File: src/design/vrb_pkg.sv
// Package for the vector range and bearing block: payload and stage types,
// angle and polynomial constants, and the one-bit divider step.
// No dependencies; every other design file imports it.
package vrb_pkg;

    localparam int MAG_W   = 16;
    localparam int FRAC_W  = 14;
    localparam int Q_W     = FRAC_W + 1;
    localparam int RANGE_W = 15;
    localparam int ANG_W   = 16;
    localparam int SLOPE_W = 12;
    localparam int DQ_W    = 14;
    localparam int CORR_W  = 14;
    localparam int P_W     = 14;
    localparam int PROD1_W = DQ_W + SLOPE_W;
    localparam int PROD2_W = CORR_W + Q_W;
    localparam int DIV_STAGES = Q_W;

    localparam logic [ANG_W-1:0]   ANG_NORTH = 16'h0000;
    localparam logic [ANG_W-1:0]   ANG_EAST  = 16'h4000;
    localparam logic [ANG_W-1:0]   ANG_SOUTH = 16'h8000;
    localparam logic [ANG_W-1:0]   ANG_WEST  = 16'hC000;
    localparam logic [RANGE_W-1:0] RANGE_MAX = 15'h7FFF;

    localparam logic [CORR_W-1:0]  POLY_BASE  = 14'h2800;
    localparam logic [Q_W-1:0]     POLY_PIVOT = 15'h1333;
    localparam logic [SLOPE_W-1:0] POLY_SLOPE = 12'hB00;
    localparam logic [Q_W-1:0]     Q_ONE      = 15'h4000;

    typedef struct packed {
        logic signed [MAG_W-1:0] east_offset;
        logic signed [MAG_W-1:0] north_offset;
    } in_t;

    typedef struct packed {
        logic [RANGE_W-1:0] range_estimate;
        logic [ANG_W-1:0]   bearing;
    } out_t;

    typedef struct packed {
        logic [RANGE_W-1:0] range_estimate;
        logic               special;
        logic [ANG_W-1:0]   special_bearing;
        logic               x_pos;
        logic               y_pos;
        logic               east_major;
    } side_t;

    typedef struct packed {
        side_t            side;
        logic [MAG_W-1:0] mag_max;
        logic [MAG_W-1:0] mag_min;
    } prep_t;

    typedef struct packed {
        logic [MAG_W-1:0] rem;
        logic [Q_W-1:0]   quo;
        logic [Q_W-1:0]   nlow;
        logic [MAG_W-1:0] den;
        side_t            side;
    } div_stage_t;

    typedef struct packed {
        logic [Q_W-1:0] quotient;
        side_t          side;
    } div_out_t;

    typedef struct packed {
        logic [P_W-1:0] angle_p;
        side_t          side;
    } poly_out_t;

    // One restoring division step: bring down the next numerator bit and
    // subtract the divisor when it fits.
    function automatic div_stage_t div_step(input div_stage_t cur);
        div_stage_t     nxt;
        logic [MAG_W:0] trial;
        logic [MAG_W:0] den_ext;
        nxt     = cur;
        trial   = {cur.rem, cur.nlow[Q_W-1]};
        den_ext = {1'b0, cur.den};
        if (trial >= den_ext) begin
            nxt.rem = MAG_W'(trial - den_ext);
            nxt.quo = {cur.quo[Q_W-2:0], 1'b1};
        end else begin
            nxt.rem = trial[MAG_W-1:0];
            nxt.quo = {cur.quo[Q_W-2:0], 1'b0};
        end
        nxt.nlow = {cur.nlow[Q_W-2:0], 1'b0};
        return nxt;
    endfunction

endpackage

File: src/design/vrb_prep.sv
// First pipeline stage: magnitudes, major axis, range estimate and the
// zero-axis bearings. Depends on vrb_pkg.
module vrb_prep (
    input  logic           aclk,
    input  logic           aresetn,
    input  logic           in_valid,
    output logic           in_ready,
    input  vrb_pkg::in_t   in_data,
    output logic           out_valid,
    input  logic           out_ready,
    output vrb_pkg::prep_t out_data
);
    import vrb_pkg::*;

    logic               valid_reg;
    prep_t              data_reg;
    prep_t              data_next;
    logic [MAG_W-1:0]   east_bits;
    logic [MAG_W-1:0]   north_bits;
    logic [MAG_W-1:0]   mag_e;
    logic [MAG_W-1:0]   mag_n;
    logic [MAG_W:0]     range_sum;
    logic               e_zero;
    logic               n_zero;

    always_comb begin
        east_bits  = in_data.east_offset;
        north_bits = in_data.north_offset;
        mag_e  = east_bits[MAG_W-1] ? (~east_bits + 16'd1) : east_bits;
        mag_n  = north_bits[MAG_W-1] ? (~north_bits + 16'd1) : north_bits;
        e_zero = (east_bits == '0);
        n_zero = (north_bits == '0);

        data_next.side.east_major = (mag_e > mag_n);
        if (mag_e > mag_n) begin
            data_next.mag_max = mag_e;
            data_next.mag_min = mag_n;
        end else begin
            data_next.mag_max = mag_n;
            data_next.mag_min = mag_e;
        end
        range_sum = {1'b0, data_next.mag_max} + {2'b00, data_next.mag_min[MAG_W-1:1]};
        if (range_sum > (MAG_W+1)'(RANGE_MAX)) begin
            data_next.side.range_estimate = RANGE_MAX;
        end else begin
            data_next.side.range_estimate = range_sum[RANGE_W-1:0];
        end

        data_next.side.x_pos = !east_bits[MAG_W-1];
        data_next.side.y_pos = !north_bits[MAG_W-1];
        if (e_zero) begin
            data_next.side.special = 1'b1;
            data_next.side.special_bearing =
                (!n_zero && !north_bits[MAG_W-1]) ? ANG_NORTH : ANG_SOUTH;
        end else if (n_zero) begin
            data_next.side.special = 1'b1;
            data_next.side.special_bearing = east_bits[MAG_W-1] ? ANG_WEST : ANG_EAST;
        end else begin
            data_next.side.special = 1'b0;
            data_next.side.special_bearing = ANG_NORTH;
        end
    end

    assign in_ready  = !valid_reg || out_ready;
    assign out_valid = valid_reg;
    assign out_data  = data_reg;

    always_ff @(posedge aclk) begin
        if (!aresetn) begin
            valid_reg <= 1'b0;
        end else if (in_ready) begin
            valid_reg <= in_valid;
        end
    end

    always_ff @(posedge aclk) begin
        if (in_ready && in_valid) begin
            data_reg <= data_next;
        end
    end

endmodule

File: src/design/vrb_div.sv
// Pipelined restoring divider, one quotient bit per stage, that forms the
// ratio of the minor to the major magnitude scaled by 2^14. Depends on vrb_pkg.
module vrb_div (
    input  logic              aclk,
    input  logic              aresetn,
    input  logic              in_valid,
    output logic              in_ready,
    input  vrb_pkg::prep_t    in_data,
    output logic              out_valid,
    input  logic              out_ready,
    output vrb_pkg::div_out_t out_data
);
    import vrb_pkg::*;

    logic [DIV_STAGES-1:0] valid_reg;
    div_stage_t            stage_reg [DIV_STAGES];
    div_stage_t            step_in   [DIV_STAGES];
    logic [DIV_STAGES-1:0] valid_in;
    logic [DIV_STAGES:0]   rdy;
    div_stage_t            first;

    always_comb begin
        first.rem  = {1'b0, in_data.mag_min[MAG_W-1:1]};
        first.quo  = '0;
        first.nlow = {in_data.mag_min[0], {(Q_W-1){1'b0}}};
        first.den  = in_data.mag_max;
        first.side = in_data.side;
    end

    always_comb begin
        rdy[DIV_STAGES] = out_ready;
        for (int i = DIV_STAGES - 1; i >= 0; i--) begin
            rdy[i] = !valid_reg[i] || rdy[i+1];
        end
        step_in[0]  = first;
        valid_in[0] = in_valid;
        for (int i = 1; i < DIV_STAGES; i++) begin
            step_in[i]  = stage_reg[i-1];
            valid_in[i] = valid_reg[i-1];
        end
    end

    assign in_ready          = rdy[0];
    assign out_valid         = valid_reg[DIV_STAGES-1];
    assign out_data.quotient = stage_reg[DIV_STAGES-1].quo;
    assign out_data.side     = stage_reg[DIV_STAGES-1].side;

    always_ff @(posedge aclk) begin
        if (!aresetn) begin
            valid_reg <= '0;
        end else begin
            for (int i = 0; i < DIV_STAGES; i++) begin
                if (rdy[i]) begin
                    valid_reg[i] <= valid_in[i];
                end
            end
        end
    end

    always_ff @(posedge aclk) begin
        for (int i = 0; i < DIV_STAGES; i++) begin
            if (rdy[i] && valid_in[i]) begin
                stage_reg[i] <= div_step(step_in[i]);
            end
        end
    end

    // The quotient of the minor by the major magnitude never exceeds one.
    a_quo_bound: assert property (@(posedge aclk) disable iff (!aresetn)
        valid_reg[DIV_STAGES-1] && !stage_reg[DIV_STAGES-1].side.special
        |-> stage_reg[DIV_STAGES-1].quo <= Q_ONE)
        else $error("divider quotient above one");

    // A restoring remainder always stays below the divisor.
    a_rem_bound: assert property (@(posedge aclk) disable iff (!aresetn)
        valid_reg[0] && (stage_reg[0].den != '0)
        |-> stage_reg[0].rem < stage_reg[0].den)
        else $error("divider remainder not below divisor");

endmodule

File: src/design/vrb_poly.sv
// Two multiplier stages for the quadratic octant correction of the ratio.
// Depends on vrb_pkg.
module vrb_poly (
    input  logic               aclk,
    input  logic               aresetn,
    input  logic               in_valid,
    output logic               in_ready,
    input  vrb_pkg::div_out_t  in_data,
    output logic               out_valid,
    input  logic               out_ready,
    output vrb_pkg::poly_out_t out_data
);
    import vrb_pkg::*;

    logic               a_valid_reg;
    logic [PROD1_W-1:0] a_prod_reg;
    logic [PROD1_W-1:0] a_prod_next;
    logic [Q_W-1:0]     a_quo_reg;
    side_t              a_side_reg;
    logic               b_valid_reg;
    logic [PROD2_W-1:0] b_prod_reg;
    logic [PROD2_W-1:0] b_prod_next;
    side_t              b_side_reg;
    logic [DQ_W-1:0]    dq;
    logic [CORR_W-1:0]  corr;
    logic               a_ready;
    logic               b_ready;

    always_comb begin
        if (in_data.quotient >= POLY_PIVOT) begin
            dq = DQ_W'(in_data.quotient - POLY_PIVOT);
        end else begin
            dq = DQ_W'(POLY_PIVOT - in_data.quotient);
        end
        a_prod_next = PROD1_W'(dq) * PROD1_W'(POLY_SLOPE);
        corr        = POLY_BASE - CORR_W'(a_prod_reg[PROD1_W-1:FRAC_W]);
        b_prod_next = PROD2_W'(corr) * PROD2_W'(a_quo_reg);
    end

    assign b_ready  = !b_valid_reg || out_ready;
    assign a_ready  = !a_valid_reg || b_ready;
    assign in_ready = a_ready;

    assign out_valid        = b_valid_reg;
    assign out_data.angle_p = b_prod_reg[FRAC_W+P_W-1:FRAC_W];
    assign out_data.side    = b_side_reg;

    always_ff @(posedge aclk) begin
        if (!aresetn) begin
            a_valid_reg <= 1'b0;
            b_valid_reg <= 1'b0;
        end else begin
            if (a_ready) begin
                a_valid_reg <= in_valid;
            end
            if (b_ready) begin
                b_valid_reg <= a_valid_reg;
            end
        end
    end

    always_ff @(posedge aclk) begin
        if (a_ready && in_valid) begin
            a_prod_reg <= a_prod_next;
            a_quo_reg  <= in_data.quotient;
            a_side_reg <= in_data.side;
        end
        if (b_ready && a_valid_reg) begin
            b_prod_reg <= b_prod_next;
            b_side_reg <= a_side_reg;
        end
    end

    // The octant angle never exceeds 8269, which fits its field, so the
    // product bits above the kept field are zero.
    a_prod_top: assert property (@(posedge aclk) disable iff (!aresetn)
        b_valid_reg && !b_side_reg.special
        |-> b_prod_reg[PROD2_W-1:FRAC_W+P_W] == '0)
        else $error("octant angle product overflow");

endmodule

File: src/design/vector_range_bearing.sv
// Range and bearing of a signed east/north offset. Each transfer in gives
// one transfer out: a range estimate (major magnitude plus half the minor,
// saturated at 32767) and a 16-bit bearing with north at 0 and east at
// 0x4000. The block takes one transfer per cycle unless m_ready holds it
// back, and each result passes nineteen register stages: one setup stage,
// fifteen divider stages (one quotient bit each), two multiplier stages
// and the output register that folds the octant angle into the full
// circle. Backpressure from m_ready stalls only the stages that hold
// data, so bubbles are squeezed out.
// Depends on vrb_pkg, vrb_prep, vrb_div and vrb_poly.
module vector_range_bearing (
    input  logic          aclk,
    input  logic          aresetn,
    input  logic          s_valid,
    output logic          s_ready,
    input  vrb_pkg::in_t  s_data,
    output logic          m_valid,
    input  logic          m_ready,
    output vrb_pkg::out_t m_data
);
    import vrb_pkg::*;

    logic      prep_valid;
    logic      prep_ready;
    prep_t     prep_data;
    logic      div_valid;
    logic      div_ready;
    div_out_t  div_data;
    logic      poly_valid;
    logic      poly_ready;
    poly_out_t poly_data;

    logic             m_valid_reg;
    out_t             out_reg;
    out_t             out_next;
    logic [ANG_W-1:0] p_ext;

    vrb_prep u_prep (
        .aclk      (aclk),
        .aresetn   (aresetn),
        .in_valid  (s_valid),
        .in_ready  (s_ready),
        .in_data   (s_data),
        .out_valid (prep_valid),
        .out_ready (prep_ready),
        .out_data  (prep_data)
    );

    vrb_div u_div (
        .aclk      (aclk),
        .aresetn   (aresetn),
        .in_valid  (prep_valid),
        .in_ready  (prep_ready),
        .in_data   (prep_data),
        .out_valid (div_valid),
        .out_ready (div_ready),
        .out_data  (div_data)
    );

    vrb_poly u_poly (
        .aclk      (aclk),
        .aresetn   (aresetn),
        .in_valid  (div_valid),
        .in_ready  (div_ready),
        .in_data   (div_data),
        .out_valid (poly_valid),
        .out_ready (poly_ready),
        .out_data  (poly_data)
    );

    always_comb begin
        p_ext = ANG_W'(poly_data.angle_p);
        out_next.range_estimate = poly_data.side.range_estimate;
        if (poly_data.side.special) begin
            out_next.bearing = poly_data.side.special_bearing;
        end else if (poly_data.side.x_pos && poly_data.side.y_pos) begin
            out_next.bearing = poly_data.side.east_major ? (ANG_EAST - p_ext) : p_ext;
        end else if (poly_data.side.x_pos) begin
            out_next.bearing = poly_data.side.east_major ? (ANG_EAST + p_ext)
                                                         : (ANG_SOUTH - p_ext);
        end else if (poly_data.side.y_pos) begin
            out_next.bearing = poly_data.side.east_major ? (ANG_WEST + p_ext)
                                                         : (ANG_NORTH - p_ext);
        end else begin
            out_next.bearing = poly_data.side.east_major ? (ANG_WEST - p_ext)
                                                         : (ANG_SOUTH + p_ext);
        end
    end

    assign poly_ready = !m_valid_reg || m_ready;
    assign m_valid    = m_valid_reg;
    assign m_data     = out_reg;

    always_ff @(posedge aclk) begin
        if (!aresetn) begin
            m_valid_reg <= 1'b0;
        end else if (poly_ready) begin
            m_valid_reg <= poly_valid;
        end
    end

    always_ff @(posedge aclk) begin
        if (poly_ready && poly_valid) begin
            out_reg <= out_next;
        end
    end

    // With the output register empty, every stage behind it can move.
    a_ready_when_empty: assert property (@(posedge aclk) disable iff (!aresetn)
        !m_valid_reg |-> s_ready)
        else $error("input stalled while output register empty");

    // A zero range only comes from the zero vector, which points south.
    a_zero_south: assert property (@(posedge aclk) disable iff (!aresetn)
        m_valid_reg && (out_reg.range_estimate == '0) |-> out_reg.bearing == ANG_SOUTH)
        else $error("zero vector not reported as south");

endmodule

File: config.mk
export PLATFORM = sky130hd
export DESIGN_NAME = vector_range_bearing
export DESIGN_NICKNAME = d
export VERILOG_FILES = /design/src/design/vrb_pkg.sv /design/src/design/vrb_prep.sv /design/src/design/vrb_div.sv /design/src/design/vrb_poly.sv /design/src/design/vector_range_bearing.sv
export SDC_FILE = /design/constraint.sdc
export NUM_CORES = 2
export LEC_CHECK = 0
export BUFFER_PORTS_ARGS = -buffer_cell sky130_fd_sc_hd__buf_2
export CAP_MARGIN = 0
export CORE_MARGIN = 4
export CORE_UTILIZATION = 53
export CTS_CLUSTER_DIAMETER = 80
export DETAILED_ROUTE_END_ITERATION = 8
export PLACE_DENSITY_LB_ADDON = 0.15
export SYNTH_ARGS = -nofsm -noshare
export SYNTH_HDL_FRONTEND = slang
export SYNTH_SLANG_ARGS = --single-unit
File: constraint.sdc
create_clock -name aclk -period 11.35 [get_ports aclk]
set_clock_uncertainty 0.1 [all_clocks]
set_input_delay 1.135 -clock aclk [delete_from_list [all_inputs] [get_ports aclk]]
set_output_delay 1.135 -clock aclk [all_outputs]
set_load 0.01 [all_outputs]
==> metrics.cfg <==
[min_path]
min_path_type=flip-flop to flip-flop

[yosys]
synth_edf_count=1050
ys_warn_count=0
synth_area_um2=56700
synthDistinctLibCells=78
async_reset_ff_share_pct=0
synth_top_cell_by_area=edfxtp_1
synth_top_flop_cell=edfxtp_1
yosys-top-cells-area=edfxtp_1 (56%), ha_1 (8.6%), fa_1 (6.2%), inv_1 (4.1%), mux2_2 (3.5%)
ys_ff_latch=1069
syn_nets=5130
yosys.area.top_type_share_pct=55.6
avgSynthCellArea_um2=12.5
synth_seq_area_share_pct=56.3
synthCells=4528

[detailed_routing]
drt-initial-drc-count=1707
avgRoutedWirePerCell_um=16.4
drc=0
wl_um=101000
first_pass_iters=5
postRouteAntennaNets=0
viasPerCell=5.34
vias=32800

[timing]
setup_viol=0
hold_viol=0
drv_slew=0
slew_headroom_pct=10.8
finalCriticalPeriod_ns=9.21
clock.fmax_mhz=109
worst_pin_slew_ns=1.33
setup_tns_ns=0
fin_crit_sh_pct=81.1
rsz0062_at_grt=false

[placed_design]
io_buffers=68
postPlaceCellArea_um2=59000
place_congestion=0.846
detailed_place_hpwl_um=75000

[clock_network]
postCtsHoldBufs=0
clock-sinks=1069
path_clk_slew_ns=0.06
cts_buffers=109
root_buffer=clkbuf_16
clkLatencyLatePin_ns=0.68
cts_resized=0
cts_setup_buffers=0
clock_path_buffers=3
cts_max_level=3
cts_tree=yes

[global_route]
grt_pass1_vias=32800
grt_usage_pct=18.2
grt_max_degree=66
grt_overflow=0
antenna_found_initial=0
grt_pass1_wl_um=167000

[die]
ios=69
row_count=119
die_w_um=335
initial_core_util_pct=53.7
design.core.area_um2=106000
die-area_um2=112000
fp.dieH_um=335

[critical_path]
cp.required_ns=11.79
criticalPathCategory=flip-flop to flip-flop
cp.arrival_ns=9.65
crit_path_max_fanout=18
end_kind=flip-flop
startpoint_type=flip-flop

[final_layout]
largest_reg_flops=883
fin_area_um2=62600
drive_gt1_share_pct=10.6
nets=5272
area_delta_synth_final_pct=10.3
multi_input_area_um2=22400
fillers=8443
num_antenna_cells=0
layout.area.seq_um2=31900

[power]
power.net_switching_mw=1.90
p_leak_nw=24.5
clkPwrFrac_pct=40.7
switching_share_pct=22.0
p_int_mw=6.74
power.density_nw_per_um2=138
power_frac_seq_pct=51.5
combPwrFrac_pct=7.7
ir_drop_mv=0.126

[run_status]
run_status=finished clean

[flow_run]
cap_violations=0

-- path summary, 6_finish.rpt --
path                                                         from                           endpoint  slack (ns)  cells past startpoint
worst max-delay path              u_poly.a_prod_reg[14]$_DFFE_PP_    u_poly.b_prod_reg[27]$_DFFE_PP_        2.14                     27
worst min-delay path            u_div.stage_reg[0][603]$_DFFE_PP_  u_div.stage_reg[0][699]$_DFFE_PP_        0.31                      0
worst max register to register    u_poly.a_prod_reg[14]$_DFFE_PP_    u_poly.b_prod_reg[27]$_DFFE_PP_        2.14                     27
worst min register to register  u_div.stage_reg[0][603]$_DFFE_PP_  u_div.stage_reg[0][699]$_DFFE_PP_        0.31                      0
-- cell usage after synthesis (all sizes together) (11+ instances only) --
master and n:
nor2 318, nor2b 92, xor2 62, nand2 319, nor3 81, mux2i 40, dfxtp 19, o21a 45
ha 390, o31ai 15, a2111oi 14, nand3 46, and2 109, a31oi 12, nor4 27, and3 12
o21ai 190, mux2 175, or2 16, nand2b 24, a211oi 28, edfxtp 1050, or4 14, or3 38
a21oi 106, xnor2 100, clkbuf 70, a21o 29, o41ai 18, nand4 49, o211ai 24, fa 176
o31a 11, inv 623, a21boi 95
-- logic make-up (layout without fill, tap and decap cells) --
family                   after synthesis  count (layout)  synth area share [%]
AO/OA/AOI/OAI                        642             642                  7.49
AND/OR/NAND/NOR                     1174            1174                  10.0
adder cells (fa/ha/maj)              567             567                  14.8
multiplexers                         215             215                  4.18
flip-flops                          1069            1069                  56.3
XOR/XNOR                             162             162                  2.55
buffers and inverters                699             934                  4.65
-- critical path: stages (launching register included) --
cell and delay [ns]:
edfxtp_1 0.72, inv_1 0.10, ha_1 0.26, nand2_1 0.13, nor2_1 0.07, nand2_1 0.07, xor2_1 1.03, nand2_1 0.21
fa_1 0.50, fa_1 0.50, fa_1 0.49, inv_1 0.06, fa_1 0.50, fa_1 0.55, inv_1 0.05, fa_1 0.53
inv_1 0.04, ha_1 0.30, nand4_1 0.10, nor2_1 0.04, a221o_1 0.32, a21oi_1 0.41, o21ai_0 0.18, a221oi_1 0.49
o21ai_0 0.30, o41a_1 0.44, or4_1 0.48, nand3_1 0.10
-- metal layers --
layer / track usage, % / up-vias / share of wire, %
li1: - / 16300 / -
met3: 2.70 / 159 / 3.4
met1: 23.5 / 15800 / 44
met2: 32.3 / 508 / 50
met5: 0 / - / 0
met4: 4.87 / 0 / 2.3
-- power by group through the flow --
stage	Sequential (mW)	Clock, mW	Combinational [mW]
3_3_place_gp	4.54	0	0.655
5_1_grt	4.46	3.82	0.753
6_report	4.45	3.52	0.669
3_5_place_dp	4.54	0	0.662
4_1_cts	4.46	3.62	0.669
2_1_floorplan	4.52	0	0.512
-- cells in the final DEF, fill, tap and decap left out, types with 29 or more instances in the layout --
master | Yosys | routed
o21ai_0 | 185 | 185
a21o_1 | 29 | 29
nand4_1 | 49 | 49
buf_2 | 3 | 68
xor2_1 | 61 | 61
mux2i_1 | 40 | 40
nor2b_1 | 92 | 83
and2_1 | 108 | 107
buf_4 | 0 | 39
clkbuf_16 | 0 | 110
mux2_2 | 174 | 174
o21a_1 | 45 | 45
fa_1 | 176 | 176
nand2_1 | 319 | 319
inv_1 | 623 | 623
ha_1 | 390 | 390
xnor2_1 | 99 | 99
a21oi_1 | 106 | 106
or3_1 | 38 | 38
edfxtp_1 | 1050 | 1050
nor3_1 | 80 | 80
a21boi_0 | 95 | 88
nor2_1 | 318 | 317
nand3_1 | 46 | 46
-- metrics by stage --
step                utilization [%]  instances  hold WS, ns  worst slack [ns]  total power, mW
floorplan                         -       4528        0.300              3.46             5.03
global placement               55.8       5950        0.300              2.36             5.19
detailed placement             55.8       5950        0.305              2.15             5.20
CTS                            59.2       6154        0.301              2.15             8.75
global route                   59.2       6154        0.303              1.54             9.03
finish                         59.2       6154        0.310              2.14             8.64
-- final cells by class --
class	instances	area share, %
clock buffer	134	4.56
clock inverter	70	1.15
inverter	623	3.74
multi-input combinational	2760	35.7
sequential	1069	51.0
tap	1391	2.78
timing repair buffer	107	1.01
No activity file was read; power rests on OpenSTA's default activity.
